[src/sv/idll_pkg.sv]
// package for the indexed doubly linked list core
// sizes, command and status codes, beat types, link reset values; no dependencies
`timescale 1ns / 1ps

package idll_pkg;

  localparam int unsigned CAPACITY    = 64;
  localparam int unsigned VALUE_WIDTH = 32;
  localparam int unsigned SLOT_W      = $clog2(CAPACITY);
  // one extra bit so that the none code is no slot number
  localparam int unsigned LINK_W      = SLOT_W + 1;
  localparam logic [LINK_W-1:0] LINK_NONE = LINK_W'(CAPACITY);

  typedef enum logic [3:0] {
    CMD_INS_AFTER  = 4'd0,
    CMD_INS_BEFORE = 4'd1,
    CMD_INS_START  = 4'd2,
    CMD_INS_END    = 4'd3,
    CMD_DEL_INDEX  = 4'd4,
    CMD_DEL_START  = 4'd5,
    CMD_DEL_END    = 4'd6,
    CMD_FIND       = 4'd7,
    CMD_DEL_VALUE  = 4'd8
  } cmd_e;

  typedef enum logic [1:0] {
    ST_OK     = 2'd0,
    ST_FULL   = 2'd1,
    ST_ABSENT = 2'd2,
    ST_BADIDX = 2'd3
  } status_e;

  typedef struct packed {
    logic [3:0]         command;
    logic [5:0]         index;
    logic signed [31:0] value;
  } in_item_t;

  typedef struct packed {
    status_e    status;
    logic [5:0] result_index;
  } out_item_t;

  // next link after reset: sentinel points to itself, free slots chain upward
  function automatic logic [LINK_W-1:0] next_reset(input logic [SLOT_W-1:0] a);
    logic [LINK_W-1:0] r;
    if (a == '0) begin
      r = '0;
    end else if (a == SLOT_W'(CAPACITY - 1)) begin
      r = LINK_NONE;
    end else begin
      r = LINK_W'(a) + LINK_W'(1);
    end
    return r;
  endfunction

  function automatic logic [LINK_W-1:0] prev_reset(input logic [SLOT_W-1:0] a);
    return (a == '0) ? '0 : LINK_NONE;
  endfunction

  function automatic logic link_ok(input logic [LINK_W-1:0] l);
    return l < LINK_W'(CAPACITY);
  endfunction

  function automatic logic [SLOT_W-1:0] slot_of(input logic [LINK_W-1:0] l);
    return l[SLOT_W-1:0];
  endfunction

endpackage

[src/sv/idll_ram.sv]
// generic single write, single read ram with registered read data
// no dependencies
`timescale 1ns / 1ps

module idll_ram #(
  parameter int unsigned WIDTH = 8,
  parameter int unsigned DEPTH = 64
) (
  input  logic                     clk_i,
  input  logic                     we_i,
  input  logic [$clog2(DEPTH)-1:0] waddr_i,
  input  logic [WIDTH-1:0]         wdata_i,
  input  logic [$clog2(DEPTH)-1:0] raddr_i,
  output logic [WIDTH-1:0]         rdata_o
);

  logic [WIDTH-1:0] mem_q [DEPTH];
  logic [WIDTH-1:0] rdata_q;

  always_ff @(posedge clk_i) begin
    if (we_i) begin
      mem_q[waddr_i] <= wdata_i;
    end
    rdata_q <= mem_q[raddr_i];
  end

  assign rdata_o = rdata_q;

endmodule

[src/sv/indexed_doubly_linked_list_core.sv]
// top level of the indexed doubly linked list core
// uses idll_pkg and three idll_ram instances (values, next links, prev links)
`timescale 1ns / 1ps

// A fixed-capacity doubly linked list kept in three rams with registered reads:
// values, next links and prev links. Slot 0 is the circular head sentinel and
// free slots chain through the next links. One command beat is taken at a time
// and gives one result beat (status and slot). A command walks a sequencer
// that issues at most one read per ram per cycle and writes back the changed links.
// A find or delete-by-value walks the list one element at a time and visits
// at most CAPACITY elements; rejected commands finish sooner. The sequencer
// returns to idle before it takes the next beat. The walk is paced by the
// dependent link reads through the ram read ports.
// The link rams need no clearing pass: a valid bit per entry makes an
// unwritten entry read as its reset link. A result waits in an output
// register; the next command is taken as soon as the sequencer is idle.
module indexed_doubly_linked_list_core
  import idll_pkg::*;
(
  input  logic      clk_i,
  input  logic      rst_ni,
  input  logic      in_valid_i,
  output logic      in_stall_o,
  input  in_item_t  in_data_i,
  output logic      out_valid_o,
  input  logic      out_stall_i,
  output out_item_t out_data_o
);

  typedef enum logic [14:0] {
    S_IDLE  = 15'b000000000000001,
    S_RD0   = 15'b000000000000010,
    S_RD0_W = 15'b000000000000100,
    S_ANC   = 15'b000000000001000,
    S_ANC_W = 15'b000000000010000,
    S_OLD   = 15'b000000000100000,
    S_OLD_W = 15'b000000001000000,
    S_FRE_W = 15'b000000010000000,
    S_INS2  = 15'b000000100000000,
    S_DEL   = 15'b000001000000000,
    S_DEL_W = 15'b000010000000000,
    S_DEL2  = 15'b000100000000000,
    S_FND   = 15'b001000000000000,
    S_FND_W = 15'b010000000000000,
    S_DONE  = 15'b100000000000000
  } state_e;

  state_e state_q, state_d;

  // command context
  cmd_e                   cmd_q, cmd_d;
  logic [5:0]             idx_q, idx_d;
  logic [VALUE_WIDTH-1:0] val_q, val_d;
  logic [LINK_W-1:0]      anchor_q, anchor_d;   // insert goes after this slot
  logic [LINK_W-1:0]      old_q, old_d;         // anchor's old successor
  logic [LINK_W-1:0]      nfree_q, nfree_d;     // free head after insert
  logic [LINK_W-1:0]      tgt_q, tgt_d;         // slot to delete
  logic [LINK_W-1:0]      scan_q, scan_d;       // find walk position
  logic [SLOT_W-1:0]      cnt_q, cnt_d;         // find steps taken
  logic [LINK_W-1:0]      free_q, free_d;       // free list head
  status_e                st_q, st_d;
  logic [SLOT_W-1:0]      slot_q, slot_d;

  // result register
  logic      out_valid_q;
  out_item_t out_q;
  logic      out_load;

  // ram ports
  logic                   nx_we, pv_we, vs_we;
  logic [SLOT_W-1:0]      nx_wa, pv_wa, vs_wa;
  logic [LINK_W-1:0]      nx_wd, pv_wd;
  logic [VALUE_WIDTH-1:0] vs_wd;
  logic [SLOT_W-1:0]      nx_ra, pv_ra, vs_ra;
  logic [LINK_W-1:0]      nx_raw, pv_raw;
  logic [VALUE_WIDTH-1:0] vs_rd;

  // written flags for the link rams, sampled with each read
  logic [CAPACITY-1:0] nxv_q, pvv_q;
  logic                nx_rv_q, pv_rv_q;
  logic [SLOT_W-1:0]   nx_ra_q, pv_ra_q;
  logic [LINK_W-1:0]   nx_rd, pv_rd;

  idll_ram #(.WIDTH(LINK_W), .DEPTH(CAPACITY)) u_next_ram (
    .clk_i   (clk_i),
    .we_i    (nx_we),
    .waddr_i (nx_wa),
    .wdata_i (nx_wd),
    .raddr_i (nx_ra),
    .rdata_o (nx_raw)
  );

  idll_ram #(.WIDTH(LINK_W), .DEPTH(CAPACITY)) u_prev_ram (
    .clk_i   (clk_i),
    .we_i    (pv_we),
    .waddr_i (pv_wa),
    .wdata_i (pv_wd),
    .raddr_i (pv_ra),
    .rdata_o (pv_raw)
  );

  // value store: only slots in use are ever read, so no written flags
  idll_ram #(.WIDTH(VALUE_WIDTH), .DEPTH(CAPACITY)) u_value_ram (
    .clk_i   (clk_i),
    .we_i    (vs_we),
    .waddr_i (vs_wa),
    .wdata_i (vs_wd),
    .raddr_i (vs_ra),
    .rdata_o (vs_rd)
  );

  // an entry never written reads as its reset link
  assign nx_rd = nx_rv_q ? nx_raw : next_reset(nx_ra_q);
  assign pv_rd = pv_rv_q ? pv_raw : prev_reset(pv_ra_q);

  always_ff @(posedge clk_i or negedge rst_ni) begin
    if (!rst_ni) begin
      nxv_q   <= '0;
      pvv_q   <= '0;
      nx_rv_q <= 1'b0;
      pv_rv_q <= 1'b0;
      nx_ra_q <= '0;
      pv_ra_q <= '0;
    end else begin
      if (nx_we) begin
        nxv_q[nx_wa] <= 1'b1;
      end
      if (pv_we) begin
        pvv_q[pv_wa] <= 1'b1;
      end
      // the sequencer never uses a read issued in the cycle it writes that entry
      nx_rv_q <= nxv_q[nx_ra];
      pv_rv_q <= pvv_q[pv_ra];
      nx_ra_q <= nx_ra;
      pv_ra_q <= pv_ra;
    end
  end

  // sequencer
  always_comb begin
    state_d  = state_q;
    cmd_d    = cmd_q;
    idx_d    = idx_q;
    val_d    = val_q;
    anchor_d = anchor_q;
    old_d    = old_q;
    nfree_d  = nfree_q;
    tgt_d    = tgt_q;
    scan_d   = scan_q;
    cnt_d    = cnt_q;
    free_d   = free_q;
    st_d     = st_q;
    slot_d   = slot_q;

    nx_we = 1'b0;
    nx_wa = '0;
    nx_wd = '0;
    pv_we = 1'b0;
    pv_wa = '0;
    pv_wd = '0;
    vs_we = 1'b0;
    vs_wa = '0;
    vs_wd = '0;
    nx_ra = '0;
    pv_ra = '0;
    vs_ra = '0;

    case (state_q)
      S_IDLE: begin
        if (in_valid_i) begin
          cmd_d  = cmd_e'(in_data_i.command);
          idx_d  = in_data_i.index;
          val_d  = in_data_i.value[VALUE_WIDTH-1:0];
          st_d   = ST_OK;
          slot_d = '0;
          case (cmd_e'(in_data_i.command))
            CMD_INS_AFTER: begin
              anchor_d = LINK_W'(in_data_i.index);
              state_d  = S_ANC;
            end
            CMD_INS_START: begin
              anchor_d = '0;
              state_d  = S_ANC;
            end
            CMD_INS_BEFORE, CMD_DEL_START, CMD_FIND, CMD_DEL_VALUE: begin
              state_d = S_RD0;
            end
            // these read prev of the sentinel
            CMD_INS_END, CMD_DEL_END: begin
              idx_d   = '0;
              state_d = S_RD0;
            end
            CMD_DEL_INDEX: begin
              tgt_d   = LINK_W'(in_data_i.index);
              state_d = S_DEL;
            end
            default: begin
              st_d    = ST_BADIDX;
              state_d = S_DONE;
            end
          endcase
        end
      end

      S_RD0: begin
        nx_ra   = '0;
        pv_ra   = SLOT_W'(idx_q);
        state_d = S_RD0_W;
      end

      S_RD0_W: begin
        case (cmd_q)
          CMD_INS_BEFORE, CMD_INS_END: begin
            if (idx_q != '0 && !link_ok(pv_rd)) begin
              st_d    = ST_BADIDX;
              state_d = S_DONE;
            end else begin
              anchor_d = pv_rd;
              state_d  = S_ANC;
            end
          end
          CMD_DEL_START: begin
            tgt_d   = nx_rd;
            state_d = S_DEL;
          end
          CMD_DEL_END: begin
            tgt_d   = pv_rd;
            state_d = S_DEL;
          end
          CMD_FIND, CMD_DEL_VALUE: begin
            scan_d  = nx_rd;
            cnt_d   = '0;
            state_d = S_FND;
          end
          default: begin
            st_d    = ST_BADIDX;
            state_d = S_DONE;
          end
        endcase
      end

      // anchor must be the sentinel or a slot in use
      S_ANC: begin
        if (!link_ok(anchor_q)) begin
          st_d    = ST_BADIDX;
          state_d = S_DONE;
        end else if (anchor_q == '0) begin
          state_d = S_OLD;
        end else begin
          pv_ra   = slot_of(anchor_q);
          state_d = S_ANC_W;
        end
      end

      S_ANC_W: begin
        if (!link_ok(pv_rd)) begin
          st_d    = ST_BADIDX;
          state_d = S_DONE;
        end else begin
          state_d = S_OLD;
        end
      end

      S_OLD: begin
        if (!link_ok(free_q)) begin
          st_d    = ST_FULL;
          state_d = S_DONE;
        end else begin
          nx_ra   = slot_of(anchor_q);
          state_d = S_OLD_W;
        end
      end

      S_OLD_W: begin
        old_d = nx_rd;
        if (!link_ok(nx_rd)) begin
          st_d    = ST_BADIDX;
          state_d = S_DONE;
        end else begin
          nx_ra   = slot_of(free_q);
          state_d = S_FRE_W;
        end
      end

      // link the fresh slot in after the anchor
      S_FRE_W: begin
        nfree_d = nx_rd;
        nx_we   = 1'b1;
        nx_wa   = slot_of(anchor_q);
        nx_wd   = free_q;
        pv_we   = 1'b1;
        pv_wa   = slot_of(free_q);
        pv_wd   = anchor_q;
        vs_we   = 1'b1;
        vs_wa   = slot_of(free_q);
        vs_wd   = val_q;
        state_d = S_INS2;
      end

      S_INS2: begin
        nx_we   = 1'b1;
        nx_wa   = slot_of(free_q);
        nx_wd   = old_q;
        pv_we   = 1'b1;
        pv_wa   = slot_of(old_q);
        pv_wd   = free_q;
        free_d  = nfree_q;
        st_d    = ST_OK;
        slot_d  = slot_of(free_q);
        state_d = S_DONE;
      end

      S_DEL: begin
        if (tgt_q == '0 || !link_ok(tgt_q)) begin
          st_d    = ST_BADIDX;
          state_d = S_DONE;
        end else begin
          nx_ra   = slot_of(tgt_q);
          pv_ra   = slot_of(tgt_q);
          state_d = S_DEL_W;
        end
      end

      // a free slot has prev none; unlink otherwise
      S_DEL_W: begin
        if (!link_ok(pv_rd) || !link_ok(nx_rd)) begin
          st_d    = ST_BADIDX;
          state_d = S_DONE;
        end else begin
          nx_we   = 1'b1;
          nx_wa   = slot_of(pv_rd);
          nx_wd   = nx_rd;
          pv_we   = 1'b1;
          pv_wa   = slot_of(nx_rd);
          pv_wd   = pv_rd;
          state_d = S_DEL2;
        end
      end

      // push the slot onto the free list
      S_DEL2: begin
        nx_we   = 1'b1;
        nx_wa   = slot_of(tgt_q);
        nx_wd   = free_q;
        pv_we   = 1'b1;
        pv_wa   = slot_of(tgt_q);
        pv_wd   = LINK_NONE;
        free_d  = tgt_q;
        st_d    = ST_OK;
        slot_d  = slot_of(tgt_q);
        state_d = S_DONE;
      end

      S_FND: begin
        if (scan_q == '0 || !link_ok(scan_q)) begin
          st_d    = ST_ABSENT;
          state_d = S_DONE;
        end else begin
          nx_ra   = slot_of(scan_q);
          vs_ra   = slot_of(scan_q);
          state_d = S_FND_W;
        end
      end

      S_FND_W: begin
        if (vs_rd == val_q) begin
          if (cmd_q == CMD_FIND) begin
            st_d    = ST_OK;
            slot_d  = slot_of(scan_q);
            state_d = S_DONE;
          end else begin
            tgt_d   = scan_q;
            state_d = S_DEL;
          end
        end else if (cnt_q == SLOT_W'(CAPACITY - 1)) begin
          st_d    = ST_ABSENT;
          state_d = S_DONE;
        end else begin
          scan_d  = nx_rd;
          cnt_d   = cnt_q + SLOT_W'(1);
          state_d = S_FND;
        end
      end

      S_DONE: begin
        if (out_load) begin
          state_d = S_IDLE;
        end
      end

      default: begin
        state_d = S_IDLE;
      end
    endcase
  end

  // result goes out once the output register is free
  assign out_load = (state_q == S_DONE) && (!out_valid_q || !out_stall_i);

  always_ff @(posedge clk_i or negedge rst_ni) begin
    if (!rst_ni) begin
      state_q     <= S_IDLE;
      free_q      <= LINK_W'(1);
      out_valid_q <= 1'b0;
      cmd_q       <= CMD_INS_AFTER;
      st_q        <= ST_OK;
      cnt_q       <= '0;
    end else begin
      state_q <= state_d;
      free_q  <= free_d;
      cmd_q   <= cmd_d;
      st_q    <= st_d;
      cnt_q   <= cnt_d;
      if (out_load) begin
        out_valid_q <= 1'b1;
      end else if (!out_stall_i) begin
        out_valid_q <= 1'b0;
      end
    end
  end

  // payload registers
  always_ff @(posedge clk_i) begin
    idx_q    <= idx_d;
    val_q    <= val_d;
    anchor_q <= anchor_d;
    old_q    <= old_d;
    nfree_q  <= nfree_d;
    tgt_q    <= tgt_d;
    scan_q   <= scan_d;
    slot_q   <= slot_d;
    if (out_load) begin
      out_q.status       <= st_q;
      out_q.result_index <= (st_q == ST_OK) ? 6'(slot_q) : 6'd0;
    end
  end

  assign in_stall_o  = (state_q != S_IDLE);
  assign out_valid_o = out_valid_q;
  assign out_data_o  = out_q;

endmodule

[config.mk]
export PLATFORM = sky130hd
export DESIGN_NAME = indexed_doubly_linked_list_core
export DESIGN_NICKNAME = d
export VERILOG_FILES = /design/src/sv/idll_pkg.sv /design/src/sv/idll_ram.sv /design/src/sv/indexed_doubly_linked_list_core.sv
export SDC_FILE = /design/constraint.sdc
export NUM_CORES = 2
export LEC_CHECK = 0
export BUFFER_PORTS_ARGS = -buffer_cell sky130_fd_sc_hd__buf_2
export CAP_MARGIN = 25
export CORE_ASPECT_RATIO = 0.9
export CORE_MARGIN = 1.5
export CORE_UTILIZATION = 27
export CTS_CLUSTER_DIAMETER = 60
export DETAILED_ROUTE_END_ITERATION = 16
export SLEW_MARGIN = 20
export SYNTH_ARGS = -nofsm -noshare
export SYNTH_HDL_FRONTEND = slang
export SYNTH_HIERARCHICAL = 1
export SYNTH_SLANG_ARGS = --single-unit
[constraint.sdc]
create_clock -name clk_i -period 5.85 [get_ports clk_i]
set_input_delay 0.585 -clock clk_i [delete_from_list [all_inputs] [get_ports clk_i]]
set_output_delay 0.585 -clock clk_i [all_outputs]
set_load 0.005 [all_outputs]
After elaboration in Yosys (flattened, before gate mapping)
Memory sizes are Yosys's and may differ from the RTL's. A register that Yosys moved wholly into a read port is not among the register bits.
Cells that the tools add are included.
Cells by class
  add/sub/neg operators: 2
  $lt $le $gt $ge: 12
  equal/unequal tests: 58
  multiplexer cells: 97
  bitwise operators: 2
  reductions and logical operators: 46
Operators by type and width (count)
  one-hot mux 15 bit (14 select lines): 1
  2-to-1 mux 15 bit: 13
  bitwise OR 64 bit: 2
  2-to-1 mux 7 bit: 17
  2-to-1 mux 6 bit: 17
  one-hot mux 6 bit (4 select lines): 4
  one-hot mux 15 bit (3 select lines): 2
  one-hot mux 7 bit (2 select lines): 5
  less-than comparator 7 bit (second input constant): 6
  one-hot mux 7 bit (3 select lines): 2
  inequality test 2 bit (second input constant): 18
  == test 32 bit: 1
  2-to-1 mux 32 bit: 1
  == test 4 x 3 -> 1 bit (second input constant): 7
  less-than comparator 6 x 7 -> 1 bit (second input constant): 4
  one-hot mux 7 bit (4 select lines): 1
  2-to-1 mux 2 bit: 13
  one-hot mux 2 bit (11 select lines): 1
  zero test 7 bit: 3
  one-hot mux 6 bit (3 select lines): 1
  == test 15 x 1 -> 1 bit (second input constant): 1
  == test 15 x 10 -> 1 bit (second input constant): 1
  == test 15 x 11 -> 1 bit (second input constant): 1
  == test 15 x 12 -> 1 bit (second input constant): 1
  other kinds (49): 94
Storage, ports and cells
  register bits after elaboration: 264
  RAM bits: 2944
  bits of input ports: 46
  output and inout bits: 10
  word-level logic and storage cells: 242
  memories: 3
Memory list
  u_value_ram.mem_q: depth 64, bits a word 32, read ports 1, clocked after memory_dff 1, wr ports 1, line idll_ram.sv:17  | logic [WIDTH-1:0] mem_q [DEPTH];
  u_next_ram.mem_q: depth 64, bits a word 7, read ports 1, clocked after memory_dff 1, wr ports 1, line idll_ram.sv:17
  u_prev_ram.mem_q: depth 64, bits a word 7, read ports 1, clocked after memory_dff 1, wr ports 1, line idll_ram.sv:17

Logic depth before layout (Yosys ltp)
  word-level depth: 14
  depth in mapped cells: 15

Modules after synthesis
The synthesis kept the hierarchy.
By module, submodules not included
  idll_ram at u_value_ram: times used 1, cells each 3324, area an instance 78515.3 µm², seq. area each 62139.6 µm²
  idll_ram at u_next_ram: times used 1, cells each 837, area an instance 17673.2 µm², seq. area each 13593.0 µm²
  idll_ram at u_prev_ram: times used 1, cells each 827, area an instance 17635.7 µm², seq. area each 13593.0 µm²
  indexed_doubly_linked_list_core: times used 1, cells each 1181, area an instance 12852.3 µm², seq. area each 7044.3 µm²

Least setup slack after synthesis
No wires, ideal clock.
  path type: register -> register
  start: register state_q[2]
  end: memory u_value_ram/mem_q[48][0] in the netlist's numbering, enable pin
  library setup time: 461 ps
  arrival time: 5039 ps
  required time: 5389 ps
  setup slack: 350 ps
  cell stages (with the launch flop): 10
  period minus slack after synthesis: 5500 ps
  cells stage by stage: dfrtp_1 or4_4 buf_2 nor4_1 buf_2 buf_2 clkbuf_1 nor2b_1 nand4b_1 nor3_1
Between the ends
  word-level cells in the longest chain between the ends: 4
  elaborated cells between the ends (all ways): 5
  classes of those cells: eq/ne (1); mux (4)
Ends and longest elaborated chain
  from (decl): line indexed_doubly_linked_list_core.sv:48  | state_e state_q, state_d;
  from (signal assigned): line indexed_doubly_linked_list_core.sv:409  | state_q <= state_d;
  == test 15 x 8 -> 1 bit: line indexed_doubly_linked_list_core.sv:168  | case (state_q)
  2-to-1 mux 1 bit: line indexed_doubly_linked_list_core.sv:168
  named net vs_we: line indexed_doubly_linked_list_core.sv:70  | logic nx_we, pv_we, vs_we;
  2-to-1 mux 1 bit: line idll_ram.sv:21  | if (we_i) begin
  2-to-1 mux 1 bit (implied by the code): line idll_ram.sv:22  | mem_q[waddr_i] <= wdata_i;
  to (decl): line idll_ram.sv:17
The timed path passes the listed nets, and every way through them passes these cells.

Worst setup path after layout
  start: register state_q[9]
  end: register u_value_ram.rdata_q[12] (netlist: u_value_ram/rdata_o[12]), read port of u_value_ram.mem_q
Between the ends
  word-level cells in the longest chain between the ends: 2
Ends and longest elaborated chain
  == test 15 x 13 -> 1 bit: line indexed_doubly_linked_list_core.sv:168
  2-to-1 mux 6 bit: line indexed_doubly_linked_list_core.sv:168
  named net vs_ra[0]: line indexed_doubly_linked_list_core.sv:74  | logic [SLOT_W-1:0] nx_ra, pv_ra, vs_ra;
  to (decl): line idll_ram.sv:18  | logic [WIDTH-1:0] rdata_q;
The timed path passes the listed nets, and every way through them passes these cells.
A chain may end at the register's enable or synchronous reset.

==> impl_metrics.yaml <==
cts:
  htreeDepth: 5
  numCtsBuffers: 326
  insertion_delay_ps: 910
  postCtsSetupRepairBufs: 0
  clock_sinks: 3254
  clock_path_buffers: 4
  clk_pin_slew_ps: 60
  cts-root-buf: "clkbuf_16"
  cts_tree: "built"
job:
  maxCapViolCount: 0
synth:
  ys_async_sr_fraction_pct: 5.439
  synth_top_area_share_pct: 71.85
  synth_xor_xnor_area_share_pct: 0.2766
  synth-compound-area-share_pct: 3.484
  syn_nets: 6218
  synth_top_family_by_area: "multiplexers"
  synth-simple-area-share_pct: 3.720
  synthTopCellsByArea: "edfxtp_1, mux4_2, dfrtp_1"
  ys_seq_area_share_pct: 76.08
  synth.distinct_cells: 88
  yosysWarnings: 6
  synth_area_um2: 126700
  avgSynthCellArea_um2: 20.53
  netlist_instances: 6169
  synth_edf_count: 3031
  synthAdderAreaFrac_pct: 0.02963
  yosys-mux-area-fraction_pct: 15.03
  yosysTopAreaCell: "edfxtp_1"
  ys_seq_elements: 3254
  synth_ff_type: "edfxtp_1"
grt:
  grt_start_max_net_pins: 120
  grt_overflow_total: 0
  grt_pass1_wl_um: 470000
  antenna_found_initial: 11
  track_usage_pct: 13.37
  grt_pass1_vias: 64870
placed_design:
  hpwl_um: 198100
  gp_congestion: 0.8702
  numPlacedInstances: 12440
  port-buffer-count: 55
  dpl_cell_area_um2: 136600
worst_setup_path:
  critical_path.max_fanout: 45
  cp-start-kind: "flip-flop"
  max_stage_delay_ps: 780
  timing.rr.start: "state_q[9]"
  rrSetupSlack_ps: 500
  r2r-end: "u_value_ram/rdata_o[12]"
  cp.arrival_ps: 6030
  crit_start: "state_q[9]"
  critPathRequiredTime_ps: 6530
  crit_chain: "or4_1 > nor4_2 > nand2_1 > inv_8 > buf_12 > buf_12 > mux4_2 > mux4_2 > o22ai_1 > nor2_1"
  rr_worst_depth: 10
  critPathCaptureType: "flip-flop"
  slowest_stage: "or4_1"
  path_class: "flip-flop to flip-flop"
routing:
  num_vias: 64260
  drtIter0Drc: 7800
  first_pass_iters: 6
  route.detailed.drc: 0
  drt_wl_total_um: 326900
  avgViaCountPerCell: 4.911
  wire_per_inst_um: 24.98
  ant_nets: 0
finish:
  layout-drive-gt1-share_pct: 26.00
  layout_common_cells: "edfxtp_1, mux4_2, clkbuf_16"
  seqCellArea_um2: 96370
  final_area_um2: 147600
  area_delta_synth_final_pct: 16.51
  final_common_cell: "edfxtp_1"
  multi_input_area_um2: 29190
  nets: 6630
  nFillCells: 44410
  final_cells: 13090
sta:
  skew_ps: 75.75
  post-route-period-util_pct: 91.46
  fmax_mhz: 186.9
  worst-slew-pin-transition_ps: 1059
  hold_slack_ps: 170.7
  fin_crit_ps: 5350
  slew_viol_final: 0
  max-slew-margin-rel_pct: 29.39
  hold_viol_final: 0
  rsz0062_at_grt: "false"
  finalSetupTns_ps: 0
  setup_violations: 0
floorplan:
  core-area_um2: 466900
  initial_core_util_pct: 27.13
  die_x_um: 725.0
  ios: 56
  die_h_um: 652.8
  num_rows: 238
  design.die.area_um2: 473300
hold_path:
  hold_path_class: "input pin to flip-flop"
  hp-start: "in_valid_i"
  worstHoldEndpoint: "state_q[0]"
  holdPathStages: 4
power_and_ir_drop:
  finalPower_mw: 48.52
  power_density_nw_per_um2: 328.8
  max-vdd-ir-drop_mv: 0.2211
  leakage_nw: 48.93
outcome:
  status: "completed"
[cells by family after synthesis]
group,after synthesis
buf+inv,361
compound gates,625
fa+ha+maj,3
flops,3254
xor+xnor,40
mux,940
simple gates,946
[layer usage]
layer  vias up  track usage [%]  routed length, um
met5         -                0                 11
met3       561            2.145              26270
li1      26470                -                  -
met2      2935            21.43             153300
met4         2            5.104              13560
met1     34290            18.31             133800
[critical path: cells and delay by family (launching register included)]
| kind | cells | cell delay [ps] |
|---|---|---|
| flops | 1 | 420 |
| simple gates | 4 | 2010 |
| mux | 2 | 1080 |
| buf+inv | 3 | 840 |
| compound gates | 1 | 700 |
[synth_stat cells, types with 41 or more instances]
library cell	n
nor2_1	345
dfxtp_1	46
a21o_1	69
o221ai_1	41
nor3_1	43
edfxtp_1	3031
clkbuf_1	138
a21oi_1	99
nand3_1	78
nand2_1	179
o22ai_1	118
and2_1	65
mux2i_1	155
mux4_2	768
o21bai_1	56
inv_1	41
dfrtp_1	175
buf_2	103
[where the power goes]
part / leakage, nW / internal, mW / switching [mW]
Sequential: 33.8 / 25.4 / 0.380
Combinational: 9.98 / 0.775 / 1.26
Clock: 5.11 / 12.0 / 8.73
Total: 48.9 / 38.2 / 10.4
[per-stage QoR]
step	utilization, %	worst slack (ps)
after floorplan	-	350.4
after global placement	29.22	531.5
after detailed placement	29.25	584.1
after CTS	31.59	509.3
after global routing	31.61	411.7
final	31.61	499.6
[worst max-delay path by stage]
stage | endpoint | slack, ps | depth (start not counted)
2_1_floorplan | u_value_ram/mem_q[48][0] | 350 | 9
3_3_place_gp | u_value_ram/rdata_o[12] | 530 | 10
3_5_place_dp | u_value_ram/rdata_o[12] | 580 | 10
4_1_cts | u_value_ram/rdata_o[12] | 510 | 10
5_1_grt | u_value_ram/rdata_o[15] | 410 | 10
6_report | u_value_ram/rdata_o[12] | 500 | 10
[area by class of cell]
cell class	count	share of cell area [%]
tap	6240	5.290
antenna	4	0.006782
timing repair buffer	401	2.398
multi-input combinational	2554	19.78
clock inverter	171	1.159
clock buffer	418	5.945
inverter	44	0.1246
sequential	3254	65.30
[flip-flops by register name, summed over array words and instances, names as in the netlist, 8 cells and up]
name                 count
u_prev_ram/mem_q       448
u_value_ram/rdata_o     32
pvv_q                   64
nxv_q                   64
u_next_ram/mem_q       448
state_q                 15
out_data_o               8
val_q                   32
u_value_ram/mem_q     2048
[what timing repair did]
| action | in CTS | in global routing |
|---|---|---|
| hold buffers | 44 | 0 |
| resized for setup | 0 | 0 |
| endpoints found under the hold margin | 154 | 0 |
No activity file was read; power rests on OpenSTA's default activity.
